<file path="src/rtl/arp_cache_and_responder_macros.svh">
// -----------------------------------------------------------------------------
// ARP cache and responder: assertion macros
// Concurrent assertion forms for arp_cache_and_responder.sv.
// -----------------------------------------------------------------------------
`ifndef ARP_CACHE_AND_RESPONDER_MACROS_SVH
`define ARP_CACHE_AND_RESPONDER_MACROS_SVH

// Same-cycle implication, disabled while in reset
`define ARP_ASSERT_IMPL(label, clk, rst_n, ante, cons, msg) \
  label: assert property (@(posedge clk) disable iff (!rst_n) (ante) |-> (cons)) \
    else $error(msg);

// Next-cycle implication, disabled while in reset
`define ARP_ASSERT_NEXT(label, clk, rst_n, ante, cons, msg) \
  label: assert property (@(posedge clk) disable iff (!rst_n) (ante) |=> (cons)) \
    else $error(msg);

`endif

</file>
<file path="src/rtl/arp_pkg.sv">
// -----------------------------------------------------------------------------
// ARP cache and responder package
// Cache geometry, protocol codes, sequencer states and cache interface structs.
// -----------------------------------------------------------------------------
`default_nettype none

package arp_pkg;

  // Cache geometry
  localparam int CACHE_ENTRIES = 8;
  localparam int IDX_W         = $clog2(CACHE_ENTRIES);

  typedef logic [IDX_W-1:0] idx_t;

  localparam idx_t LAST_IDX = idx_t'(CACHE_ENTRIES - 1);

  // Packet checks
  localparam logic [10:0] MIN_PACKET_LEN  = 11'd28;
  localparam logic [15:0] ARP_OPC_REQUEST = 16'd1;

  // Item kinds on the input side
  localparam logic OP_PACKET = 1'b0;
  localparam logic OP_QUERY  = 1'b1;

  // Opcode of the frame to send
  localparam logic [1:0] FRAME_OP_NONE    = 2'd0;
  localparam logic [1:0] FRAME_OP_REQUEST = 2'd1;
  localparam logic [1:0] FRAME_OP_REPLY   = 2'd2;

  // Result kinds
  localparam logic [1:0] RK_NONE  = 2'd0;
  localparam logic [1:0] RK_REPLY = 2'd1;
  localparam logic [1:0] RK_HIT   = 2'd2;
  localparam logic [1:0] RK_MISS  = 2'd3;

  // Configuration register indexes
  localparam logic CFG_LOCAL_IP  = 1'b0;
  localparam logic CFG_LOCAL_MAC = 1'b1;

  localparam logic [47:0] MAC_BROADCAST = {48{1'b1}};

  // Sequencer states
  typedef enum logic [1:0] {
    ST_IDLE,
    ST_READ,
    ST_CMP,
    ST_ACT
  } state_t;

  // Sequencer to cache
  typedef struct packed {
    logic        rd_en;
    idx_t        rd_idx;
    logic        wr_en;
    logic        wr_hit;
    idx_t        wr_idx;
    logic [31:0] wr_ip;
    logic [47:0] wr_mac;
    logic [31:0] key_ip;
  } cache_ctl_t;

  // Cache to sequencer
  typedef struct packed {
    logic        match;
    logic [47:0] mac;
  } cache_sts_t;

endpackage

`default_nettype wire

</file>
<file path="src/rtl/arp_cache.sv">
// -----------------------------------------------------------------------------
// ARP cache storage and compare unit
// IP/MAC entry memory with a registered read port, per-entry valid bits, the
// round-robin replacement pointer and the single IP comparator.
// -----------------------------------------------------------------------------
`default_nettype none

module arp_cache (
  input  wire                 clk,
  input  wire                 rst_n,
  input  arp_pkg::cache_ctl_t ctl,
  output arp_pkg::cache_sts_t sts
);

  logic [31:0] mem_ip  [arp_pkg::CACHE_ENTRIES];
  logic [47:0] mem_mac [arp_pkg::CACHE_ENTRIES];

  logic [arp_pkg::CACHE_ENTRIES-1:0] valid_r;
  logic [arp_pkg::CACHE_ENTRIES-1:0] valid_nxt;
  arp_pkg::idx_t                     next_slot_r;
  arp_pkg::idx_t                     next_slot_nxt;
  arp_pkg::idx_t                     wr_addr;

  logic [31:0] rd_ip_r;
  logic [47:0] rd_mac_r;
  logic        rd_vld_r;

  // Update the matching entry in place, else take the round-robin slot
  assign wr_addr = ctl.wr_hit ? ctl.wr_idx : next_slot_r;

  // Mark a new slot valid and advance the pointer with wrap
  always_comb begin
    valid_nxt     = valid_r;
    next_slot_nxt = next_slot_r;
    if (ctl.wr_en && !ctl.wr_hit) begin
      valid_nxt[next_slot_r] = 1'b1;
      if (next_slot_r == arp_pkg::LAST_IDX) begin
        next_slot_nxt = '0;
      end else begin
        next_slot_nxt = next_slot_r + arp_pkg::idx_t'(1);
      end
    end
  end

  // Hold valid bits, pointer and read-valid flag
  always_ff @(posedge clk) begin
    if (!rst_n) begin
      valid_r     <= '0;
      next_slot_r <= '0;
      rd_vld_r    <= 1'b0;
    end else begin
      valid_r     <= valid_nxt;
      next_slot_r <= next_slot_nxt;
      if (ctl.rd_en) begin
        rd_vld_r <= valid_r[ctl.rd_idx];
      end
    end
  end

  // Entry memory: one write port, one registered read port
  always_ff @(posedge clk) begin
    if (ctl.wr_en) begin
      mem_ip[wr_addr]  <= ctl.wr_ip;
      mem_mac[wr_addr] <= ctl.wr_mac;
    end
    if (ctl.rd_en) begin
      rd_ip_r  <= mem_ip[ctl.rd_idx];
      rd_mac_r <= mem_mac[ctl.rd_idx];
    end
  end

  // Shared comparator on the entry just read
  assign sts.match = rd_vld_r && (rd_ip_r == ctl.key_ip);
  assign sts.mac   = rd_mac_r;

endmodule

`default_nettype wire

</file>
<file path="src/rtl/arp_cache_and_responder.sv">
// Sequence: a short packet goes straight from accept to loading its result; any other
//   item first scans the entries by read/compare pairs up to the first match
//   (at most CACHE_ENTRIES). A full, untaken output holds it.
// Flow: one item at a time; the next item is taken only once the sequencer is back
//   in idle after the result is loaded.
// Reset: clears valid bits, slot pointer, station IP and MAC and all handshakes.
// -----------------------------------------------------------------------------
// ARP cache and responder
// Learns sender IP/MAC pairs from received ARP packets, answers requests for
// the local IP and resolves queried IPs against the cache.
// -----------------------------------------------------------------------------
`default_nettype none
`include "arp_cache_and_responder_macros.svh"

module arp_cache_and_responder (
  input  wire          clk,
  input  wire          rst_n,
  // Input items
  input  wire          in_tvalid,
  output logic         in_tready,
  // [10:0] packet_length, [26:11] arp_operation, [74:27] snd_mac,
  // [106:75] snd_ip, [138:107] tgt_ip, [170:139] query_ip, [175:171] zero
  input  wire  [175:0] in_tdata,
  // [0] op
  input  wire          in_tuser,
  // Result items
  output logic         out_tvalid,
  input  wire          out_tready,
  // [47:0] frame_dest_mac, [49:48] frame_operation, [97:50] frame_target_mac,
  // [129:98] frame_target_ip, [177:130] resolved_mac, [183:178] zero
  output logic [183:0] out_tdata,
  // [1:0] result_kind
  output logic [1:0]   out_tuser,
  // Configuration writes
  input  wire          cfg_valid,
  output logic         cfg_ready,
  input  wire          cfg_index,
  input  wire  [47:0]  cfg_wdata
);

  arp_pkg::state_t     state_r;
  arp_pkg::state_t     state_nxt;
  arp_pkg::idx_t       idx_r;
  arp_pkg::idx_t       idx_nxt;
  logic                hit_r;
  logic                hit_nxt;

  arp_pkg::cache_ctl_t cache_ctl;
  arp_pkg::cache_sts_t cache_sts;

  logic                in_accept;
  logic                in_drop;
  logic                act_go;

  // Latched item fields
  logic                op_r;
  logic                drop_r;
  logic [15:0]         opc_r;
  logic [47:0]         smac_r;
  logic [31:0]         key_r;
  logic [31:0]         tip_r;

  // Station registers; the station MAC is the implied sender of every frame
  logic [31:0]         local_ip_r;
  logic [47:0]         stn_mac_r;

  // Result being formed
  logic [1:0]          res_kind;
  logic [47:0]         res_dest;
  logic [1:0]          res_fop;
  logic [47:0]         res_tmac;
  logic [31:0]         res_tip;
  logic [47:0]         res_rmac;

  // Output register
  logic                out_valid_r;
  logic [1:0]          out_kind_r;
  logic [47:0]         out_dest_r;
  logic [1:0]          out_fop_r;
  logic [47:0]         out_tmac_r;
  logic [31:0]         out_tip_r;
  logic [47:0]         out_rmac_r;

  assign in_tready = (state_r == arp_pkg::ST_IDLE);
  assign in_accept = in_tvalid && in_tready;
  assign in_drop   = (in_tuser == arp_pkg::OP_PACKET) &&
                     (in_tdata[10:0] < arp_pkg::MIN_PACKET_LEN);
  assign act_go    = !out_valid_r || out_tready;

  arp_cache u_cache (
    .clk   (clk),
    .rst_n (rst_n),
    .ctl   (cache_ctl),
    .sts   (cache_sts)
  );

  // Next state: scan one entry per read/compare pair, stop at first match
  always_comb begin
    state_nxt = state_r;
    idx_nxt   = idx_r;
    hit_nxt   = hit_r;
    case (state_r)
      arp_pkg::ST_IDLE: begin
        if (in_accept) begin
          idx_nxt   = '0;
          hit_nxt   = 1'b0;
          state_nxt = in_drop ? arp_pkg::ST_ACT : arp_pkg::ST_READ;
        end
      end
      arp_pkg::ST_READ: begin
        state_nxt = arp_pkg::ST_CMP;
      end
      arp_pkg::ST_CMP: begin
        if (cache_sts.match) begin
          hit_nxt   = 1'b1;
          state_nxt = arp_pkg::ST_ACT;
        end else if (idx_r == arp_pkg::LAST_IDX) begin
          state_nxt = arp_pkg::ST_ACT;
        end else begin
          idx_nxt   = idx_r + arp_pkg::idx_t'(1);
          state_nxt = arp_pkg::ST_READ;
        end
      end
      arp_pkg::ST_ACT: begin
        if (act_go) begin
          state_nxt = arp_pkg::ST_IDLE;
        end
      end
      default: begin
        state_nxt = arp_pkg::ST_IDLE;
      end
    endcase
  end

  // Outputs of the sequencer: cache control and the result fields
  always_comb begin
    cache_ctl.rd_en  = (state_r == arp_pkg::ST_READ);
    cache_ctl.rd_idx = idx_r;
    cache_ctl.wr_en  = (state_r == arp_pkg::ST_ACT) && act_go &&
                       (op_r == arp_pkg::OP_PACKET) && !drop_r;
    cache_ctl.wr_hit = hit_r;
    cache_ctl.wr_idx = idx_r;
    cache_ctl.wr_ip  = key_r;
    cache_ctl.wr_mac = smac_r;
    cache_ctl.key_ip = key_r;

    res_kind = arp_pkg::RK_NONE;
    res_dest = '0;
    res_fop  = arp_pkg::FRAME_OP_NONE;
    res_tmac = '0;
    res_tip  = '0;
    res_rmac = '0;
    if (op_r == arp_pkg::OP_PACKET) begin
      // Answer a request aimed at this station
      if (!drop_r && (opc_r == arp_pkg::ARP_OPC_REQUEST) && (tip_r == local_ip_r)) begin
        res_kind = arp_pkg::RK_REPLY;
        res_dest = smac_r;
        res_fop  = arp_pkg::FRAME_OP_REPLY;
        res_tmac = smac_r;
        res_tip  = key_r;
      end
    end else if (hit_r) begin
      res_kind = arp_pkg::RK_HIT;
      res_rmac = cache_sts.mac;
    end else begin
      // Miss: describe a broadcast request
      res_kind = arp_pkg::RK_MISS;
      res_dest = arp_pkg::MAC_BROADCAST;
      res_fop  = arp_pkg::FRAME_OP_REQUEST;
      res_tip  = key_r;
    end
  end

  // Sequencer control registers
  always_ff @(posedge clk) begin
    if (!rst_n) begin
      state_r <= arp_pkg::ST_IDLE;
      idx_r   <= '0;
      hit_r   <= 1'b0;
    end else begin
      state_r <= state_nxt;
      idx_r   <= idx_nxt;
      hit_r   <= hit_nxt;
    end
  end

  // Latch the item fields on accept
  always_ff @(posedge clk) begin
    if (in_accept) begin
      op_r   <= in_tuser;
      drop_r <= in_drop;
      opc_r  <= in_tdata[26:11];
      smac_r <= in_tdata[74:27];
      tip_r  <= in_tdata[138:107];
      key_r  <= (in_tuser == arp_pkg::OP_QUERY) ? in_tdata[170:139] : in_tdata[106:75];
    end
  end

  // Configuration writes
  assign cfg_ready = 1'b1;

  always_ff @(posedge clk) begin
    if (!rst_n) begin
      local_ip_r <= '0;
      stn_mac_r  <= '0;
    end else if (cfg_valid && cfg_ready) begin
      case (cfg_index)
        arp_pkg::CFG_LOCAL_IP:  local_ip_r <= cfg_wdata[31:0];
        arp_pkg::CFG_LOCAL_MAC: stn_mac_r  <= cfg_wdata;
        default:                local_ip_r <= local_ip_r;
      endcase
    end
  end

  // Output valid: set when a result is loaded, drop when taken
  always_ff @(posedge clk) begin
    if (!rst_n) begin
      out_valid_r <= 1'b0;
    end else if ((state_r == arp_pkg::ST_ACT) && act_go) begin
      out_valid_r <= 1'b1;
    end else if (out_tready) begin
      out_valid_r <= 1'b0;
    end
  end

  // Output payload
  always_ff @(posedge clk) begin
    if ((state_r == arp_pkg::ST_ACT) && act_go) begin
      out_kind_r <= res_kind;
      out_dest_r <= res_dest;
      out_fop_r  <= res_fop;
      out_tmac_r <= res_tmac;
      out_tip_r  <= res_tip;
      out_rmac_r <= res_rmac;
    end
  end

  assign out_tvalid = out_valid_r;
  assign out_tuser  = out_kind_r;
  assign out_tdata  = {6'd0, out_rmac_r, out_tip_r, out_tmac_r, out_fop_r, out_dest_r};

  // Assertions
  `ARP_ASSERT_NEXT(a_accept_starts, clk, rst_n, in_accept,
    state_r == arp_pkg::ST_READ || state_r == arp_pkg::ST_ACT,
    "accepted item did not start a scan or a drop")
  `ARP_ASSERT_NEXT(a_scan_advances, clk, rst_n,
    state_r == arp_pkg::ST_CMP && !cache_sts.match && idx_r != arp_pkg::LAST_IDX,
    state_r == arp_pkg::ST_READ && idx_r == $past(idx_r) + arp_pkg::idx_t'(1),
    "scan did not move to the next entry")
  `ARP_ASSERT_IMPL(a_none_is_empty, clk, rst_n,
    out_tvalid && out_tuser == arp_pkg::RK_NONE, out_tdata == '0,
    "empty result carries nonzero fields")
  `ARP_ASSERT_IMPL(a_hit_has_no_frame, clk, rst_n,
    out_tvalid && out_tuser == arp_pkg::RK_HIT, out_tdata[129:0] == '0,
    "lookup hit carries frame fields")

endmodule

`default_nettype wire

</file>
<file path="config.mk">
export PLATFORM = sky130hd
export DESIGN_NAME = arp_cache_and_responder
export DESIGN_NICKNAME = d
export VERILOG_FILES = /design/src/rtl/arp_pkg.sv /design/src/rtl/arp_cache.sv /design/src/rtl/arp_cache_and_responder.sv
export VERILOG_INCLUDE_DIRS = /design/src /design/src/rtl
export SDC_FILE = /design/constraint.sdc
export NUM_CORES = 1
export LEC_CHECK = 0
export BUFFER_PORTS_ARGS = -buffer_cell sky130_fd_sc_hd__buf_2
export CAP_MARGIN = 25
export CELL_PAD_IN_SITES_DETAIL_PLACEMENT = 1
export CELL_PAD_IN_SITES_GLOBAL_PLACEMENT = 1
export CORE_MARGIN = 4
export CORE_UTILIZATION = 50
export CTS_CLUSTER_DIAMETER = 50
export DETAILED_ROUTE_END_ITERATION = 8
export GPL_TIMING_DRIVEN = 0
export PLACE_DENSITY_LB_ADDON = 0.1
export REMOVE_ABC_BUFFERS = 1
export SYNTH_ARGS = -nofsm -noshare
export SYNTH_HDL_FRONTEND = slang
export SYNTH_SLANG_ARGS = --single-unit
export TNS_END_PERCENT = 5
</file>
<file path="constraint.sdc">
create_clock -name clk -period 20.2 [get_ports clk]
set_input_delay 6.06 -clock clk [delete_from_list [all_inputs] [get_ports clk]]
set_output_delay 6.06 -clock clk [all_outputs]
set_load 0.02 [all_outputs]
</file>
==> metrics.yaml <==
floorplan:
  dieArea_sq_um: 85400
  row_count: 103
  fp.dieH_microns: 292
  core_area_sq_um: 79500
  die_w_microns: 292
  ios: 420
  start_util_pct: 50.8
yosys:
  synth_area_sq_um: 40400
  yosysTopAreaCellShare_pct: 76.6
  synthArstFlopShare_pct: 0
  synth_edf_count: 1030
  synth.most_common_cell: "edfxtp_1"
  synth_cell_types: 44
  yosysTopAreaCell: "edfxtp_1"
  synth_seq_area_share_pct: 79.1
  synthTopCellsByArea: "edfxtp_1, mux4_2, nand2_1"
  yosysWarningCount: 0
  ys_seq_elements: 1081
  postSynthAreaPerCell_sq_um: 19.2
  netlist_instances: 2108
  synth_commonest_cells: "edfxtp_1, nand2_1, mux4_2"
  ys.flop_type: "edfxtp_1"
sta:
  fin_skew_ps: 14.5
  setup_viol: 0
  timing.final.crit_period_ps: 8940
  fin_tns_setup_ps: 0
  fmaxAchievable_ghz: 0.112
  rsz0062_at_grt: "no"
  hold_viol: 0
  max_slew_margin_pct: 35.7
  period_share_pct: 44.3
  maxSlewViolCount: 0
  worst_slew_pin_slew_ps: 963
finish:
  fin_nets: 2819
  final_cells: 3739
  nFillCells: 6863
  syn2layout_area_growth_pct: 20.6
  multi_input_area_sq_um: 8030
  design_area_sq_um: 48700
  regArea_sq_um: 32000
  drive_gt1_share_pct: 32.0
  utilization_pct: 61.3
critical_path:
  cp_slowest_cell: "or4b_2"
  crit_path_start_kind: "primary input"
  cp_top_family: "simple AND/OR/NAND/NOR gates"
  cp_common_cell: "buf_12"
  endpoint_kind: "register"
  crit_type: "primary input to register"
  crit_required_ps: 20560
  path_cells: "buf_2 -> nor2b_1 -> nor2_4 -> buf_12 -> or4b_2 -> nor2_4 -> buf_16 -> buf_12 -> buf_12"
  slowest_delay_ps: 780
  cp_max_fo: 24
  crit_arrival_ps: 9310
  worst-path-buf-inv: 5
min_path:
  hp-class: "register to register"
pwr:
  ir_drop_mv: 0.0827
  p_sw_mw: 1.04
  powerDensity_nw_per_um2: 99.7
  combPwrFrac_pct: 4.1
  p_total_mw: 4.86
  clkPwrFrac_pct: 43.2
  power.switching_fraction_pct: 21.4
  p_seq_share_pct: 52.7
  power.leakage_nw: 17.0
  internal-power_mw: 3.82
global_routing:
  antenna_found_initial: 2
  grt_pass1_vias: 23200
  grt_max_degree: 60
  grt_pass1_wl_mm: 146
  grt-ovfl-total: 0
  grt_usage_pct: 22.8
drt:
  avgRoutedWirePerCell_microns: 25.9
  dr.max_layer_used: "met5"
  dr_wl_met3_mm: 5.12
  via_per_inst: 5.58
  dr.pass1.iters: 5
  drt_iter0_drc: 1506
  ant_nets: 0
  wirelength_mm: 96.8
  dr_total_vias: 20900
  post-route-drc-count: 0
  wl_met1_mm: 39.5
  routed-wl-met2_mm: 50.7
cts:
  cts.sinks: 1081
  clkLatencyLatePin_ps: 670
  post-cts-setup-buffers: 0
  cts_hold_buf: 0
  cts_root_buf: "clkbuf_16"
  numCtsBuffers: 119
  cts-htree-levels: 3
  ctsResizeCount: 0
  clock_path_buffers: 3
  clk_pin_slew_ps: 60
  cts_tree: "built"
placement:
  hpwl_mm: 60.5
  dp_cells: 3512
  gp_congestion: 0.727
  place_area_sq_um: 44900
  place.port_buffers: 389
flow_run:
  maxCapViolations: 0
status:
  outcome: "completed"
==> power by group through the flow <==
stage	registers [mW]	clock network, mW	logic (mW)
floorplan	2.61	0	0.107
global placement	2.63	0	0.188
detailed placement	2.61	0	0.200
CTS	2.56	2.14	0.202
global route	2.57	2.25	0.216
finish	2.56	2.10	0.199
==> layout make-up <==
cell class,count,area share [%]
flip-flops and latches,1081,65.6
well taps,1050,2.70
inverters,4,0.0360
clock buffers,138,6.32
clock inverters,87,1.54
diodes,1,0.00514
repair buffers,462,7.28
multi-input cells,916,16.5
==> placed cells by master (no fill, tap or decap), types with 4 or more instances in the layout <==
master         n
a21o_1        48
a21oi_1       35
and2_1        48
and3_1        49
buf_12        35
buf_16        28
buf_2        389
buf_6          6
buf_8          4
bufinv_16      9
clkbuf_1      16
clkbuf_16    119
clkinv_1      28
clkinv_2      20
clkinv_4       4
clkinvlp_4    12
conb_1         7
dfxtp_1       47
dfxtp_4        4
edfxtp_1    1030
ha_1           4
inv_6         10
mux2_2        33
mux4_2       162
nand2_1      322
nand2b_1       7
nand4_1       16
nor2_1        15
nor2_4         9
nor2b_1        4
nor3_1         8
nor4_1        14
o21a_1        41
xnor2_1       31
xor2_1        32
==> kinds of logic after synthesis <==
kind of cell / after synthesis / share of synthesized area, %
flops: 1081 / 79.1
simple gates: 506 / 5.72
mux: 198 / 10.0
compound gates: 138 / 2.35
buf+inv: 116 / 1.29
xor+xnor: 63 / 1.37
fa+ha+maj: 4 / 0.124
other cells: 2 / 0.0186
==> worst register-to-register path: stages, from the launching register on <==
cell     delay (ps)
dfxtp_1         550
nand2_1         260
nor2_4          720
buf_12          280
or4b_2          790
nor2_4          520
buf_16          240
buf_12          230
buf_12          250
==> flip-flops by register name, indices dropped and copies added, names as in the netlist, 32 cells and up <==
register and count:
out_rmac_r 48, key_r 32, local_ip_r 32, out_dest_r 48, out_tmac_r 48, u_cache.mem_mac 384
u_cache.rd_ip_r 32, u_cache.mem_ip 256, u_cache.rd_mac_r 48, out_tip_r 32, smac_r 48, tip_r 32
==> worst paths after layout <==
check                                     from                      to  slack [ps]  cells after the start
worst max-delay path                out_tready  u_cache.mem_mac[0][47]       11260                      9
worst min-delay path            local_ip_r[14]          local_ip_r[14]         470                      2
worst max register to register      state_r[1]  u_cache.mem_mac[0][47]       16050                      8
worst min register to register  local_ip_r[14]          local_ip_r[14]         470                      2
==> metal layers <==
metal	up-vias	global-route usage, %
li1	9155	-
met1	11100	30.2
met2	530	39.6
met3	114	4.24
met4	2	5.33
met5	-	0
==> per-stage QoR <==
step / worst slack (ps) / hold slack, ps
after floorplan: 1080 / 435
after global placement: -9690 / 443
after detailed placement: 10520 / 456
after CTS: 11230 / 471
after global routing: 11080 / 493
final: 11260 / 473
No activity file was read; power rests on OpenSTA's default activity.
